## src/rar_pkg.sv

```systemverilog
package rar_pkg;

  // default datapath format, signed Q16.16
  localparam int DATA_WIDTH_DEF = 32;
  localparam int FRAC_BITS_DEF  = 16;

  // register map, index of each register
  localparam int NUM_REGS = 7;
  localparam logic [2:0] REG_PLANE_AXIS   = 3'd0;
  localparam logic [2:0] REG_PLANE_OFFSET = 3'd1;
  localparam logic [2:0] REG_A_LOW        = 3'd2;
  localparam logic [2:0] REG_A_HIGH       = 3'd3;
  localparam logic [2:0] REG_B_LOW        = 3'd4;
  localparam logic [2:0] REG_B_HIGH       = 3'd5;
  localparam logic [2:0] REG_MATERIAL_ID  = 3'd6;

  // plane axis codes
  localparam logic [1:0] AXIS_XY     = 2'd0;
  localparam logic [1:0] AXIS_XZ     = 2'd1;
  localparam logic [1:0] AXIS_YZ     = 2'd2;
  localparam logic [1:0] AXIS_UNUSED = 2'd3;

  // per-stage control: stage holds an item, item still a candidate hit
  typedef struct packed {
    logic valid;
    logic live;
  } rar_ctl_t;

endpackage

```

## src/rar_cfg.sv

```systemverilog
module rar_cfg #(
  parameter int DW       = 32,
  parameter int F        = 16,
  parameter int PDW      = 32,
  parameter int ADDR_LSB = 2,
  parameter int AW       = 5
) (
  input  logic                  clk,
  input  logic                  rst,
  input  logic                  psel,
  input  logic                  penable,
  input  logic                  pwrite,
  input  logic [AW-1:0]         paddr,
  input  logic [PDW-1:0]        pwdata,
  output logic [PDW-1:0]        prdata,
  output logic                  pready,
  output logic [1:0]            plane_axis,
  output logic signed [DW-1:0]  plane_offset,
  output logic signed [DW-1:0]  a_low,
  output logic signed [DW-1:0]  a_high,
  output logic signed [DW-1:0]  b_low,
  output logic signed [DW-1:0]  b_high,
  output logic [7:0]            material_id
);
  import rar_pkg::*;

  localparam int IW = $clog2(NUM_REGS);

  logic [IW-1:0] idx;
  logic          wr;

  assign idx    = paddr[ADDR_LSB +: IW];
  assign wr     = psel && penable && pwrite;
  assign pready = 1'b1;

  // register writes, unknown indexes ignored
  always_ff @(posedge clk) begin
    if (rst) begin
      plane_axis   <= AXIS_XY;
      plane_offset <= '0;
      a_low        <= '0;
      a_high       <= DW'(64'd1 << F);
      b_low        <= '0;
      b_high       <= DW'(64'd1 << F);
      material_id  <= '0;
    end else if (wr) begin
      unique case (idx)
        REG_PLANE_AXIS:   plane_axis   <= pwdata[1:0];
        REG_PLANE_OFFSET: plane_offset <= pwdata[DW-1:0];
        REG_A_LOW:        a_low        <= pwdata[DW-1:0];
        REG_A_HIGH:       a_high       <= pwdata[DW-1:0];
        REG_B_LOW:        b_low        <= pwdata[DW-1:0];
        REG_B_HIGH:       b_high       <= pwdata[DW-1:0];
        REG_MATERIAL_ID:  material_id  <= pwdata[7:0];
        default: ;
      endcase
    end
  end

  // read mux
  always_comb begin
    unique case (idx)
      REG_PLANE_AXIS:   prdata = PDW'(plane_axis);
      REG_PLANE_OFFSET: prdata = PDW'(plane_offset);
      REG_A_LOW:        prdata = PDW'(a_low);
      REG_A_HIGH:       prdata = PDW'(a_high);
      REG_B_LOW:        prdata = PDW'(b_low);
      REG_B_HIGH:       prdata = PDW'(b_high);
      REG_MATERIAL_ID:  prdata = PDW'(material_id);
      default:          prdata = '0;
    endcase
  end

endmodule

```

## config.mk

```make
export PLATFORM = sky130hd
export DESIGN_NAME = rar_cfg
export DESIGN_NICKNAME = d
export VERILOG_FILES = /design/src/rar_pkg.sv /design/src/rar_cfg.sv
export SDC_FILE = /design/constraint.sdc
export NUM_CORES = 1
export LEC_CHECK = 0
export ABC_CLOCK_PERIOD_IN_PS = 1570
export BUFFER_PORTS_ARGS = -buffer_cell sky130_fd_sc_hd__buf_2
export CAP_MARGIN = 25
export CORE_ASPECT_RATIO = 2
export CORE_MARGIN = 2
export CORE_UTILIZATION = 53
export CTS_BUF_LIST = sky130_fd_sc_hd__clkbuf_2 sky130_fd_sc_hd__clkbuf_4 sky130_fd_sc_hd__clkbuf_8
export DETAILED_ROUTE_END_ITERATION = 7
export GPL_TIMING_DRIVEN = 0
export PLACE_DENSITY = 0.78
export SLEW_MARGIN = 20
export SYNTH_ARGS = -nofsm -noshare
export SYNTH_HDL_FRONTEND = slang
export SYNTH_SLANG_ARGS = --single-unit
```

## constraint.sdc

```tcl
create_clock -name clk -period 1.57 [get_ports clk]
set_clock_uncertainty 0.05 [all_clocks]
set_input_delay 0.0785 -clock clk [delete_from_list [all_inputs] [get_ports clk]]
set_output_delay 0.0785 -clock clk [all_outputs]
set_load 0.01 [all_outputs]
```

==> out/summary.json <==
{
  "run_status": {
    "run_status": "finished with violations",
    "violations": "setup timing"
  },
  "floorplanning": {
    "die_area_um2": 16100,
    "dieHeight_um": 177,
    "floorplan.die.width_um": 90.6,
    "io_pins": 245,
    "start_util": 0.539,
    "design.core.area_um2": 14700,
    "std_cell_rows": 63
  },
  "worst_setup_path": {
    "timing.critical_path.max_delay_family": "compound AO/OA/AOI/OAI gates",
    "crit_type": "reg2out",
    "worst_setup_path_start_kind": "flip-flop",
    "largest_stage_delay_on_the_critical_path_ns": 0.34,
    "worst-endpoint-arrival_ns": 1.62,
    "type_of_element_capturing_the_critical_path": "output pin",
    "rr_startpoint": "a_high[14]",
    "timing.critical_path.fanout_max": 2,
    "reg2reg_to": "a_high[14]",
    "critPathSlowestCell": "dfxtp_2",
    "worst_r2r_path_depth": 4,
    "critPathRequiredTime_ns": 1.44,
    "critical_path.cell_chain": "mux2_4 > a221oi_4 > a221oi_2 > buf_2",
    "worstPathBufferInverterCount": 1,
    "setup.reg_to_reg.worst_slack_ns": 0.69
  },
  "sta": {
    "post-route-worst-setup-slack_ns": -0.179,
    "timing.final.crit_period_ns": 1.75,
    "rsz0062_at_grt": "true",
    "maxSlewViolCount": 0,
    "post_route_setup_tns_ns": -1.15,
    "achievable-frequency_mhz": 572,
    "max_slew.worst_pin.slew_ns": 0.794,
    "layout_worst_path_cycle_share": 1.11,
    "timing.slew.headroom": 0.471,
    "fin_worst_hold_slack_ns": 0.0344,
    "final_hold_viol_count": 0,
    "setup_viol_count_final": 15
  },
  "power_and_ir_drop": {
    "total_leakage_power_nw": 5.54,
    "ir_drop_v": 0.000507,
    "power_density_nw_per_um2": 767,
    "p_total_mw": 8.14
  },
  "final_layout": {
    "mostFrequentLayoutCell": "buf_2",
    "layout_common_cells": "buf_2, nand2b_1, mux2i_1",
    "finalCoreUtilization": 0.720,
    "synthToLayoutAreaGrowth_pct": 33.5,
    "num_antenna_cells": 0,
    "n_fill_cell": 1182,
    "finalNetCount": 1126,
    "final_cell_count_without_fillers": 1291,
    "drive_above_1_share": 0.422
  },
  "yosys": {
    "synth.top_cell.area_share": 0.428,
    "synth.avg_cell_area_um2": 10.5,
    "yosysWarningCount": 0,
    "synth_top_cell_by_area": "dfxtp_1",
    "synth.distinct_cells": 29,
    "synth_cell_area_um2": 7950,
    "synth_seq_area_share": 0.428,
    "synth.net_count": 802,
    "synth-seq-cells": 170,
    "synth.top_cells.by_area": "dfxtp_1, mux2i_1, nand2b_1",
    "syn-instance-count": 760
  },
  "clock_tree": {
    "cts_root_buffer": "clkbuf_8",
    "clk_pin_slew_worst_paths_ns": 0.10,
    "clock_sink_count": 170,
    "htree_num_levels": 4,
    "tritoncts": "done",
    "maximum_root_to_sink_buffer_count": 2,
    "cts_buffers": 17,
    "clock_insertion_delay_worst_skew_ns": 0.45
  },
  "worst_hold_path": {
    "hold-path-cell-count": 3,
    "hold_path_startpoint": "pwdata[0]",
    "hold_class": "in2reg",
    "holdPathEnd": "a_low[0]"
  },
  "detailed_routing": {
    "drt.antenna.violating_nets": 0,
    "dr_total_vias": 7386,
    "vias_per_inst": 5.72,
    "finalWirelength_um": 27900,
    "first_iter_violations": 376,
    "detailedRoute.firstPassIterationCount": 7,
    "detail_route.wl_per_cell_um": 21.6,
    "detail_route.drc_violations": 0
  },
  "global_route": {
    "grt_util_all_layers": 0.341,
    "grt_pass1_vias": 7435,
    "antenna_violations_before_repair": 0,
    "grt_remaining_overflow": 0,
    "wire_length_of_the_first_global_routing_pass_um": 41700,
    "grt_max_degree": 17
  },
  "place": {
    "detailedPlacementHpwl_um": 19500,
    "gpl.final_weighted_congestion": 0.864,
    "numPlacedInstances": 1194,
    "port-buffer-count": 239
  },
  "run": {
    "maxCapViolations": 0
  }
}
worst reg2reg max path, delay by kind of cell, from the launching register on:
family,cells,cell delay (ns)
buf+inv,2,0.26
flops,1,0.33
mux,1,0.07
simple gates,1,0.06
cell families (layout without fill, tap and decap cells):
family                 count (synthesis)  in the layout  synth area share
DFF                                  170            170             0.428
buffers and inverters                 64            400            0.0409
muxes                                215            215             0.275
other                                  1              1          0.000472
and+or+nand+nor                      235            235             0.180
AOI/OAI and AO/OA                     75             75            0.0749
cell type report:
| type | instances | area (um2) | area share |
|---|---|---|---|
| multi-input cells | 526 | 4400 | 0.414 |
| flip-flops and latches | 170 | 3470 | 0.327 |
| repair buffers | 305 | 1770 | 0.167 |
| plain buffers | 62 | 359 | 0.0338 |
| clock buffers | 20 | 275 | 0.0259 |
| well taps | 195 | 244 | 0.0230 |
| clock inverters | 11 | 88.8 | 0.00837 |
| inverters | 2 | 12.5 | 0.00118 |
worst max path at each step:
stage	from	end	cells after the start
after floorplan	paddr[3]	prdata[14]	6
after detailed placement	paddr[4]	prdata[5]	7
after CTS	a_low[0]	prdata[0]	4
after global routing	a_low[0]	prdata[0]	4
final	a_low[0]	prdata[0]	4
after global placement	paddr[4]	prdata[5]	7
synth_stat cells:
cell and n:
dfxtp_1 170, mux2i_1 186, nor3b_1 1, nor2b_1 5, and4_1 1, and4b_1 1
nand2b_1 201, clkinv_1 1, clkbuf_2 1, buf_6 3, and2_1 2, conb_1 1
buf_4 11, a221oi_1 22, nand2_1 15, nand3_2 1, buf_2 16, nor2_1 4
inv_1 1, clkbuf_1 31, a31oi_1 4, nand2_2 2, mux2_2 29, a22oi_1 11
o2bb2ai_1 12, a21oi_1 14, a221o_1 12, and2_4 1, nor3_1 1
power by group:
group	total (mW)	internal [mW]	switching (mW)	leakage, nW
Combinational	0.872	0.366	0.506	3.97
Clock	2.90	1.23	1.67	0.178
Sequential	4.37	4.34	0.0275	1.40
layer usage:
layer  GRT usage  vias up  part of all wire
li1            -     3315                 -
met1       0.353     3555              0.34
met2       0.624      390              0.53
met3      0.0490      126             0.061
met4       0.238        0             0.068
met5           0        -                 0
metrics by stage:
stage | setup WS [ns] | area [um2]
2_1_floorplan | 0.296 | 7950
5_1_grt | -0.212 | 10600
6_report | -0.179 | 10600
3_5_place_dp | -0.369 | 9390
3_3_place_gp | -0.346 | 9390
4_1_cts | -0.181 | 10500
flip-flops by register name, summed over array words and instances (netlist names):
name          count
b_low            32
material_id       8
plane_axis        2
a_low            32
b_high           32
a_high           32
plane_offset     32
timing repair:
item / 4_1_cts / 5_1_grt
gates resized for setup: 74 / 41
setup buffers: 29 / 6
pin swaps: 10 / 5
endpoints found under the setup margin: 32 / 32
hold endpoints to repair: 160 / 0
hold buffers: 31 / 0
Power figures use the tool's default switching activity.
